==> config.mk <==
export PLATFORM = sky130hd
export DESIGN_NAME = lras_render
export DESIGN_NICKNAME = d
export VERILOG_FILES = /design/src/rtl/lras_pkg.sv /design/src/rtl/lras_render.sv
export VERILOG_INCLUDE_DIRS = /design/src /design/src/rtl
export SDC_FILE = /design/constraint.sdc
export NUM_CORES = 1
export LEC_CHECK = 0
export CORE_MARGIN = 2
export CORE_UTILIZATION = 40
export CTS_CLUSTER_SIZE = 40
export DETAILED_ROUTE_END_ITERATION = 8
export DONT_BUFFER_PORTS = 1
export PLACE_DENSITY_LB_ADDON = 0.05
export SYNTH_ARGS = -nofsm -noshare
export SYNTH_HDL_FRONTEND = slang
export SYNTH_SLANG_ARGS = --single-unit
==> constraint.sdc <==
create_clock -name clock -period 2.9 [get_ports clock]
set_input_delay 0.435 -clock clock [delete_from_list [all_inputs] [get_ports clock]]
set_output_delay 0.435 -clock clock [all_outputs]
set_load 0.02 [all_outputs]
==> src/rtl/led_ripple_animation_scheduler_top_macros.svh <==
// Assertion macros shared by the LED ripple animation scheduler modules.
`ifndef LED_RIPPLE_ANIMATION_SCHEDULER_TOP_MACROS_SVH
`define LED_RIPPLE_ANIMATION_SCHEDULER_TOP_MACROS_SVH

// Same-cycle implication, sampled on clock and disabled while reset is high.
`define LRAS_ASSERT_HOLDS(label, ante, cons, msg) \
   label: assert property (@(posedge clock) disable iff (reset) (ante) |-> (cons)) \
      else $error(msg);

// Next-cycle implication, sampled on clock and disabled while reset is high.
`define LRAS_ASSERT_NEXT(label, ante, cons, msg) \
   label: assert property (@(posedge clock) disable iff (reset) (ante) |=> (cons)) \
      else $error(msg);

`endif

==> src/rtl/lras_pkg.sv <==
// Types and fixed constants of the LED ripple animation scheduler.
package lras_pkg;

   localparam int LIGHT_W      = 6;
   localparam int LIGHT_SPAN   = 2 ** LIGHT_W;
   localparam int HUE_W        = 16;
   localparam int VALUE_W      = 6;
   localparam int RIPPLE_LEN   = 25;
   localparam int RIPPLE_REACH = 10;
   localparam int VALUE_STEP   = 2;
   localparam int PEAK_VALUE   = RIPPLE_LEN * VALUE_STEP;
   localparam int STEP_W       = 5;
   localparam int REACH_W      = 4;

   localparam logic OP_TICK = 1'b0;
   localparam logic OP_HIT  = 1'b1;

   // One light of one frame; a blank light is stored as all zero.
   typedef struct packed {
      logic [HUE_W-1:0]   hue;
      logic [VALUE_W-1:0] value;
   } entry_type;

   // Control from the sequencer to the render stage.
   typedef struct packed {
      logic               lookup;
      logic [LIGHT_W-1:0] light;
      logic               finish;
   } render_ctl_type;

endpackage

==> src/rtl/lras_render.sv <==
// Render stage: compares frame entries with the shown state and emits pixel writes.
`include "led_ripple_animation_scheduler_top_macros.svh"

module lras_render (
   input  logic                          clock,
   input  logic                          reset,
   input  lras_pkg::render_ctl_type      ctl,
   input  lras_pkg::entry_type           rd_entry,
   output logic                          rsp_strobe,
   output logic                          rsp_pixel_valid,
   output logic [lras_pkg::LIGHT_W-1:0]  rsp_pixel_index,
   output logic [lras_pkg::HUE_W-1:0]    rsp_pixel_hue,
   output logic [lras_pkg::VALUE_W-1:0]  rsp_pixel_value,
   output logic                          rsp_show
);
   import lras_pkg::*;

   logic [LIGHT_SPAN-1:0] shown_lit_ff;
   logic                  pend_vld_ff;
   logic [LIGHT_W-1:0]    pend_light_ff;
   entry_type             pend_entry_ff;

   logic                  strobe_ff, strobe_in;
   logic                  valid_ff, valid_in;
   logic [LIGHT_W-1:0]    index_ff, index_in;
   entry_type             pix_ff, pix_in;
   logic                  show_ff, show_in;

   logic                  lit;

   assign lit = (rd_entry.value != '0) || shown_lit_ff[ctl.light];

   // The newest write is held back one step so the last one can carry show.
   always_comb begin
      strobe_in = 1'b0;
      valid_in  = 1'b0;
      index_in  = '0;
      pix_in    = '0;
      show_in   = 1'b0;
      if (ctl.lookup && lit && pend_vld_ff) begin
         strobe_in = 1'b1;
         valid_in  = 1'b1;
         index_in  = pend_light_ff;
         pix_in    = pend_entry_ff;
      end else if (ctl.finish) begin
         strobe_in = 1'b1;
         show_in   = 1'b1;
         if (pend_vld_ff) begin
            valid_in = 1'b1;
            index_in = pend_light_ff;
            pix_in   = pend_entry_ff;
         end
      end
   end

   always_ff @(posedge clock) begin
      if (reset) begin
         shown_lit_ff <= '0;
         pend_vld_ff  <= 1'b0;
         strobe_ff    <= 1'b0;
      end else begin
         strobe_ff <= strobe_in;
         if (ctl.lookup && lit) begin
            shown_lit_ff[ctl.light] <= (rd_entry.value != '0);
            pend_vld_ff             <= 1'b1;
         end else if (ctl.finish) begin
            pend_vld_ff <= 1'b0;
         end
      end
   end

   always_ff @(posedge clock) begin
      valid_ff <= valid_in;
      index_ff <= index_in;
      pix_ff   <= pix_in;
      show_ff  <= show_in;
      if (ctl.lookup && lit) begin
         pend_light_ff <= ctl.light;
         pend_entry_ff <= rd_entry;
      end
   end

   assign rsp_strobe      = strobe_ff;
   assign rsp_pixel_valid = valid_ff;
   assign rsp_pixel_index = index_ff;
   assign rsp_pixel_hue   = pix_ff.hue;
   assign rsp_pixel_value = pix_ff.value;
   assign rsp_show        = show_ff;

   `LRAS_ASSERT_HOLDS(a_show_has_strobe, rsp_show, rsp_strobe, "show without strobe")
   `LRAS_ASSERT_HOLDS(a_bare_is_show, rsp_strobe && !rsp_pixel_valid, rsp_show,
                      "bare marker that is not a show")
   `LRAS_ASSERT_HOLDS(a_blank_hue, rsp_strobe && (rsp_pixel_value == '0), rsp_pixel_hue == '0,
                      "blank pixel carries a hue")

endmodule

Word level (Yosys, flattened, before mapping):

Index checks and enable logic that the tools add are counted.

* register bits: 124
* input port bits: 32

* muxes and demuxes: 17
* order comparisons: 2
* reduce and logical (&&, ||, !) cells: 6

Operators by type and width (count)
* $mux 22: 3
* $bwmux 64: 1
* $mux 6: 3
* $mux 1: 8
* $lt 6x7->1 const B: 1
* $bmux 1 s6: 1
* $demux 1 s6: 1
* $ge 6x1->1 const B: 1
* $reduce_bool 6->1: 1
* $logic_and 1x1->1: 3
* $reduce_bool 2->1: 1
* $logic_or 1x1->1: 1

Logic depth before layout (Yosys ltp):

Gate-level depths: netlist (run 1).

* depth after elaboration: 6
* gate-level depth with buffers: 11
* gate-level depth less buffers: 7

Worst setup path before layout (run 1):

OpenSTA, ideal clock, no wires.

* path kind: input-to-reg
* from: input ctl[3] (netlist name)
* to: register pend_entry_ff[0] (netlist name) (enable)
* path buffers: 2
* arrival time: 2144 ps
* library setup time: 313 ps
* data required time: 2587 ps
* setup slack: 443 ps
* cell stages on the path: 8
* cells stage by stage: buf_2 mux2_1 a221oi_1 o22ai_1 nor2b_1 buf_2 o31ai_4 inv_2

* longest elaborated chain between the ends: 4

Ends and longest elaborated chain
* start, declared: RTL line lras_render.sv:7 `input lras_pkg::render_ctl_type ctl,`
* $bmux 1 s6: RTL line lras_render.sv:31 `assign lit = (rd_entry.value != '0) || shown_lit_ff[ctl.light];`
* $mux 1 (not written as such): RTL line lras_render.sv:31
* $logic_or 1x1->1: RTL line lras_render.sv:31
* $logic_and 1x1->1: RTL line lras_render.sv:77 `if (ctl.lookup && lit) begin`
* end signal, assigned: RTL line lras_render.sv:79 `pend_entry_ff <= rd_entry;`
* end, declared: RTL line lras_render.sv:21 `entry_type pend_entry_ff;`

Every way passes these cells. The select of a mux whose other input is x is not followed.
A chain may end at the register's enable or synchronous reset.

Worst setup path after layout (run 1):

* from: register shown_lit_ff[60]
* to: register strobe_ff (netlist: rsp_strobe)

* longest elaborated chain between the ends: 6

Ends and longest elaborated chain
* start, declared: RTL line lras_render.sv:18 `logic [LIGHT_SPAN-1:0] shown_lit_ff;`
* start signal, assigned by index: RTL line lras_render.sv:64 `shown_lit_ff[ctl.light] <= (rd_entry.value != '0);`
* $bmux 1 s6: RTL line lras_render.sv:31
* $mux 1 (not written as such): RTL line lras_render.sv:31
* $logic_or 1x1->1: RTL line lras_render.sv:31
* $logic_and 1x1->1 (2 in series): RTL line lras_render.sv:40 `if (ctl.lookup && lit && pend_vld_ff) begin`
* $mux 1: RTL line lras_render.sv:40
* end signal, assigned: RTL line lras_render.sv:62 `strobe_ff <= strobe_in;`
* end, declared: RTL line lras_render.sv:23 `logic strobe_ff, strobe_in;`

Every way passes these cells. The select of a mux whose other input is x is not followed.

==> results.py, run 1 <==
metrics = {
    "status": {
        "result_of_the_run": "finished clean",
    },
    "pwr": {
        "power_density_nw_per_um2": 635,
        "report.power.total_w": 0.00431,
        "power.static_leakage_nw": 2.65,
        "vdd_drop_max_mv": 0.400,
    },
    "timing": {
        "tcrit_tclk_final_pct": 78.5,
        "worst-slew-pin-transition_ns": 0.932,
        "finalClockSkew_ns": 0.00459,
        "finalMaxSlewViolations": 0,
        "tmin_final_ns": 2.28,
        "slew_headroom_pct": 37.8,
        "rsz0062_at_grt": "false",
        "setup_violators_final": 0,
        "timing_hold_violations_final": 0,
        "fmax_mhz": 439,
        "finalSetupTns_ns": 0,
    },
    "critical_path": {
        "worstSetupEndpointType": "flip-flop",
        "worst_r2r_path_depth": 7,
        "worst-endpoint-arrival_ns": 2.53,
        "timing.reg2reg.setup_slack_ns": 0.62,
        "cp-start-kind": "flip-flop",
        "timing_worst_setup_path_type": "flip-flop to flip-flop",
        "critical_path.max_fanout": 31,
        "reg2reg_from": "shown_lit_ff[60]",
        "regToRegEndpoint": "rsp_strobe",
        "critPathRequiredTime_ns": 3.15,
    },
    "placement": {
        "dp_hpwl_mm": 9.07,
        "buffers_on_ports": 0,
        "place.gp.congestion": 0.781,
        "numPlacedInstances": 742,
    },
    "logic_synthesis": {
        "synth.yosys.warnings": 0,
        "synth-seq-cells": 124,
        "synthesis.area_per_instance_um2": 10.2,
        "synth.cell_area_um2": 6130,
        "ys_types": 41,
        "number_of_enable_flip_flop_cells_after_synthesis": 28,
        "syn_nets": 633,
        "synth-async-reset-ratio_pct": 0,
        "ys.flop_type": "sky130_fd_sc_hd__dfxtp_1",
        "netlist_instances": 601,
        "synth-seq-area-share_pct": 45.1,
    },
    "min_path": {
        "hp-class": "input pin to flip-flop",
        "holdPathEnd": "pend_vld_ff",
        "worstHoldStart": "reset",
        "whs_path_depth": 1,
    },
    "route": {
        "final_antenna_net_count": 0,
        "residual_drc": 0,
        "routed_via_density": 5.55,
        "total_wire_length_mm": 14.3,
        "routedWlPerCell_um": 18.5,
        "dr.pass1.iters": 4,
        "detailroute.via_count": 4297,
        "drt_iter0_markers": 182,
    },
    "cells_and_area": {
        "final_core_util_pct": 45.0,
        "num-nets-final": 605,
        "layout.cells.most_common_list": "sky130_fd_sc_hd__dfxtp_1, sky130_fd_sc_hd__mux2i_1, sky130_fd_sc_hd__nand2b_1, sky130_fd_sc_hd__nor2_1, sky130_fd_sc_hd__a21oi_1",
        "final_layout_size_suffix_gt1_share_pct": 14.7,
        "antennaDiodeCount": 0,
        "fin_cells": 774,
        "layout.cells.most_common": "sky130_fd_sc_hd__dfxtp_1",
        "area_growth_pct": 10.8,
    },
    "cts": {
        "cts_buffers": 17,
        "cts_resized": 0,
        "cts_setup_buffers": 0,
        "cts_buffer_depth": 2,
        "cts.clk_slew.worst_paths_ns": 0.06,
        "cts_root_buf": "sky130_fd_sc_hd__clkbuf_16",
        "clock_insertion_delay_worst_skew_ns": 0.41,
        "hold_buffers": 0,
        "cts.sink_count": 124,
        "ctsHtreeMaxLevel": 4,
        "cts_tree": "yes",
    },
    "grt": {
        "largest_net_degree_at_the_start_of_global_routing": 69,
        "first_global_vias": 4161,
        "grt-ovfl-total": 0,
        "number_of_antenna_violations_at_the_first_check_in_global_routing": 0,
        "grtUsageTotal_pct": 18.1,
        "global_route_wire_length_before_repair_mm": 23.1,
    },
    "floorplan": {
        "die_area_um2": 16300,
        "die_w_um": 128,
        "design.core.area_um2": 15100,
        "rows": 45,
        "ios": 63,
        "chipHeight_um": 128,
        "initial_core_util_pct": 40.6,
    },
    "run": {
        "cap_violations": 0,
    },
}
final cells by class:
type | count | area (um2)
Fill cell | 1443 | 8300
Multi-Input combinational cell | 410 | 2980
Sequential cell | 124 | 2760
Clock buffer | 24 | 567
Tap cell | 188 | 235
Timing Repair Buffer | 15 | 138
Clock inverter | 8 | 88.8
Inverter | 5 | 18.8
power by group:
part | leakage (nW) | switching, W | internal (W)
clock network | 0.316 | 0.000779 | 0.00146
registers | 1.05 | 0.0000537 | 0.00183
logic | 1.28 | 0.000106 | 0.0000700
total | 2.65 | 0.000938 | 0.00337
Yosys cell counts (10+ instances only):
master / count / area share, %
sky130_fd_sc_hd__dfxtp_1: 96 / 31
sky130_fd_sc_hd__mux2i_1: 80 / 13
sky130_fd_sc_hd__nand2b_1: 67 / 6.8
sky130_fd_sc_hd__a21oi_1: 42 / 3.4
sky130_fd_sc_hd__nor2_1: 42 / 2.6
sky130_fd_sc_hd__nand2_1: 41 / 2.5
sky130_fd_sc_hd__edfxtp_1: 28 / 14
sky130_fd_sc_hd__clkbuf_1: 22 / 1.3
sky130_fd_sc_hd__o31ai_2: 22 / 4.5
sky130_fd_sc_hd__buf_2: 16 / 1.3
sky130_fd_sc_hd__nand3_1: 14 / 1.1
sky130_fd_sc_hd__o2111ai_1: 14 / 2.0
sky130_fd_sc_hd__o311ai_1: 14 / 2.0
sky130_fd_sc_hd__nand3b_1: 13 / 1.6
sky130_fd_sc_hd__buf_6: 12 / 2.2
sky130_fd_sc_hd__buf_4: 11 / 1.3
sky130_fd_sc_hd__o31ai_1: 10 / 1.2
metal layers:
| layer | global-route usage [%] | wire [um] | vias to the layer above |
|---|---|---|---|
| met5 | 0 | 0 | - |
| li1 | - | - | 2111 |
| met2 | 29.3 | 6830 | 108 |
| met1 | 23.2 | 6500 | 2055 |
| met3 | 4.13 | 654 | 23 |
| met4 | 7.56 | 301 | 0 |
how the worst max path moves through the flow:
stage                             endpoint  slack (ns)             start
after global routing       rsp_pixel_valid        0.44   shown_lit_ff[7]
after detailed placement   rsp_pixel_valid        0.44            ctl[1]
after global placement     rsp_pixel_valid        0.46            ctl[1]
after floorplan           pend_entry_ff[0]        0.44            ctl[3]
final                           rsp_strobe        0.62  shown_lit_ff[60]
after CTS                       rsp_strobe        0.61  shown_lit_ff[15]
logic make-up (layout without fill, tap and decap cells):
family | after synthesis | after routing | synth area share [%]
AOI/OAI and AO/OA | 126 | 126 | 17.2
muxes | 82 | 82 | 13.4
and+or+nand+nor | 202 | 202 | 17.7
DFF | 124 | 124 | 45.1
buffers and inverters | 67 | 52 | 6.58
sequential cells by signal, summed over array words and instances, names as in the netlist, 6 cells and up:
name and flops:
rsp_pixel_value 6, rsp_pixel_hue 16, rsp_pixel_index 6, pend_light_ff 6, shown_lit_ff 64, pend_entry_ff 22
worst max-delay path: stages (launching register included):
cell	delay [ns]
sky130_fd_sc_hd__dfxtp_1	0.31
sky130_fd_sc_hd__or3b_2	0.18
sky130_fd_sc_hd__a21oi_1	0.05
sky130_fd_sc_hd__o41ai_1	0.41
sky130_fd_sc_hd__nand4_1	0.35
sky130_fd_sc_hd__o31ai_4	0.33
sky130_fd_sc_hd__buf_4	0.35
sky130_fd_sc_hd__o22ai_1	0.14
per-stage QoR:
stage | hold slack (ns) | setup slack, ns | cell area [um2]
after global placement | 0.458 | 0.462 | 6130
after global routing | 0.0857 | 0.443 | 6790
after detailed placement | 0.467 | 0.442 | 6130
after CTS | 0.0842 | 0.607 | 6790
final | 0.105 | 0.624 | 6790
after floorplan | 0.447 | 0.443 | 6130
Note: power is estimated with default switching activity, not from simulation.
==> run 2: changes to the inputs <==
==> constraint.sdc (replaced) <==
create_clock -name clock -period 2 [get_ports clock]
set_input_delay 0.3 -clock clock [delete_from_list [all_inputs] [get_ports clock]]
set_output_delay 0.3 -clock clock [all_outputs]
set_load 0.02 [all_outputs]
==> run 2 against run 1 <==
Net effect: the run now ends with negative setup slack left; via count is 11% higher; fmax up 7.2%; count of clock-buffer cells in the layout decreased by 5; die area unchanged; clock skew up 0.0034 ns; non-clock buffer count rose by 77; sequential share of layout area is 8.5 points lower; critical endpoint is now rsp_pixel_hue[13]; largest power group unchanged.
==> results.py, run 2 (synthesis results as in run 1) <==
metrics = {
    "floorplan": {
        "die_w_um": 128,
        "chipHeight_um": 128,
        "die_area_um2": 16300,
        "ios": 63,
        "initial_core_util_pct": 40.6,
        "design.core.area_um2": 15100,
        "rows": 45,
    },
    "critical_path": {
        "cpPeakStageDelay_ns": 0.31,
        "critical_path.top_delay_family": "buffers and inverters",
        "worstSetupEndpointType": "flip-flop",
        "critical_path.slowest_cell": "sky130_fd_sc_hd__dfxtp_2",
        "timing_worst_setup_path_type": "flip-flop to flip-flop",
        "cp_common_cell": "sky130_fd_sc_hd__buf_6",
        "worst-endpoint-arrival_ns": 2.44,
        "path_buf_inv": 4,
        "cp-start-kind": "flip-flop",
        "critical_path.max_fanout": 8,
        "critPathRequiredTime_ns": 2.31,
        "cp_cell_sequence": "or3b_2 -> a21boi_2 -> o41ai_2 -> buf_4 -> nand4_1 -> buf_6 -> o31ai_4 -> buf_6 -> clkbuf_16 -> a21oi_2",
    },
    "cts": {
        "clock_insertion_delay_worst_skew_ns": 0.43,
        "cts.sink_count": 124,
        "cts_tree": "yes",
        "cts_buffer_depth": 2,
        "cts.clk_slew.worst_paths_ns": 0.06,
        "cts_buffers": 17,
        "cts_root_buf": "sky130_fd_sc_hd__clkbuf_16",
        "ctsHtreeMaxLevel": 4,
    },
    "timing": {
        "fmax_mhz": 471,
        "worst-slew-pin-transition_ns": 0.987,
        "finalMaxSlewViolations": 0,
        "worst_slack_ns": -0.123,
        "finalClockSkew_ns": 0.00800,
        "rsz0062_at_grt": "true",
        "setup_violators_final": 112,
        "slew_headroom_pct": 33.9,
        "tmin_final_ns": 2.12,
        "timing_hold_violations_final": 0,
        "tcrit_tclk_final_pct": 106,
    },
    "cells_and_area": {
        "area_growth_pct": 39.9,
        "fin_cells": 853,
        "largest_register_by_flop_count": "shown_lit_ff",
        "layout.cells.most_common_list": "sky130_fd_sc_hd__dfxtp_1, sky130_fd_sc_hd__mux2i_1, sky130_fd_sc_hd__nand2b_1, sky130_fd_sc_hd__nor2_1, sky130_fd_sc_hd__nand2_1",
        "antennaDiodeCount": 0,
        "largest_register_ff_count": 64,
        "layout.cells.most_common": "sky130_fd_sc_hd__dfxtp_1",
        "post-route-cell-area_um2": 8570,
        "num-nets-final": 684,
        "final_layout_size_suffix_gt1_share_pct": 31.7,
        "final_core_util_pct": 56.8,
    },
    "route": {
        "final_antenna_net_count": 0,
        "drt_iter0_markers": 199,
        "met2_length_mm": 8.41,
        "dr.pass1.iters": 5,
        "detailroute.via_count": 4784,
        "routedWlPerCell_um": 19.8,
        "routed_via_density": 5.61,
        "residual_drc": 0,
        "met3_wirelength_um": 658,
        "total_wire_length_mm": 16.9,
        "wl_met1_mm": 7.58,
        "highest_layer": "met4",
    },
    "placement": {
        "buffers_on_ports": 0,
        "dp_hpwl_mm": 9.79,
        "postPlaceCellArea_um2": 6770,
        "numPlacedInstances": 775,
        "placement.setup.worst_slack_ns": -0.223,
        "place.gp.congestion": 0.790,
    },
    "grt": {
        "global_route_wire_length_before_repair_mm": 26.8,
        "largest_net_degree_at_the_start_of_global_routing": 69,
        "grt-ovfl-total": 0,
        "first_global_vias": 4800,
        "grtUsageTotal_pct": 21.3,
        "number_of_antenna_violations_at_the_first_check_in_global_routing": 0,
    },
    "min_path": {
        "hp-class": "input pin to flip-flop",
    },
    "run": {
        "cap_violations": 0,
    },
    "pwr": {
        "vdd_drop_max_mv": 0.605,
        "power.static_leakage_nw": 3.18,
        "power_density_nw_per_um2": 773,
        "report.power.total_w": 0.00663,
    },
    "status": {
        "result_of_the_run": "complete, but fails checks",
        "failed_checks": "negative setup slack",
    },
}
==> run 2: cell types whose count changed in the layout (fill, tap and decap cells not counted), moves of 25 or more <==
cell	change
sky130_fd_sc_hd__buf_4	+25
sky130_fd_sc_hd__dlygate4sd3_1	+30
sky130_fd_sc_hd__a21oi_1	-31
sky130_fd_sc_hd__a21oi_2	+31
sky130_fd_sc_hd__o31ai_4	+27
==> run 2: timing repair <==
item                       CTS  global route
hold endpoints to repair    29             1
pin swaps                    3             3
setup buffers                5             3
cloned                       5             3
setup endpoints to repair  123           124
hold buffers                29             1
resized for setup           56            32
==> run 2: layer usage <==
metal  track usage (%)  vias up
li1                  -     2299
met1              28.4     2357
met2              34.4      110
met3              4.76       18
met4              6.85        0
met5                 0        -
==> run 2: path summary, 6_finish.rpt <==
check | from | end | slack (ns) | depth (start not counted)
worst max register to register | shown_lit_ff[42] | rsp_pixel_hue[13] | -0.12 | 10
worst min-delay path | ctl[4] | shown_lit_ff[40] | 0.04 | 2
worst min register to register | shown_lit_ff[42] | shown_lit_ff[42] | 0.47 | 2
worst max-delay path | shown_lit_ff[42] | rsp_pixel_hue[13] | -0.12 | 10
==> run 2: cell type report <==
cell class	count	area [um2]
Multi-Input combinational cell	411	3810
Tap cell	188	235
Clock buffer	19	454
Fill cell	1277	6520
Timing Repair inverter	1	11.3
Inverter	5	45.0
Clock inverter	13	201
Sequential cell	124	2760
Timing Repair Buffer	92	1050
==> run 2: per-stage QoR <==
| step | hold WS, ns | setup TNS, ns |
|---|---|---|
| 2_1_floorplan | 0.399 | -8.92 |
| 3_3_place_gp | 0.378 | -10.39 |
| 3_5_place_dp | 0.380 | -14.77 |
| 4_1_cts | -0.0366 | -4.36 |
| 5_1_grt | 0.0370 | -18.45 |
| 6_report | 0.0423 | -6.27 |
==> run 2: power by group <==
part / internal (W) / switching, W / total [W]
logic: 0.000225 / 0.000247 / 0.000472
registers: 0.00266 / 0.0000725 / 0.00273
clock network: 0.00219 / 0.00124 / 0.00343
total: 0.00507 / 0.00155 / 0.00663
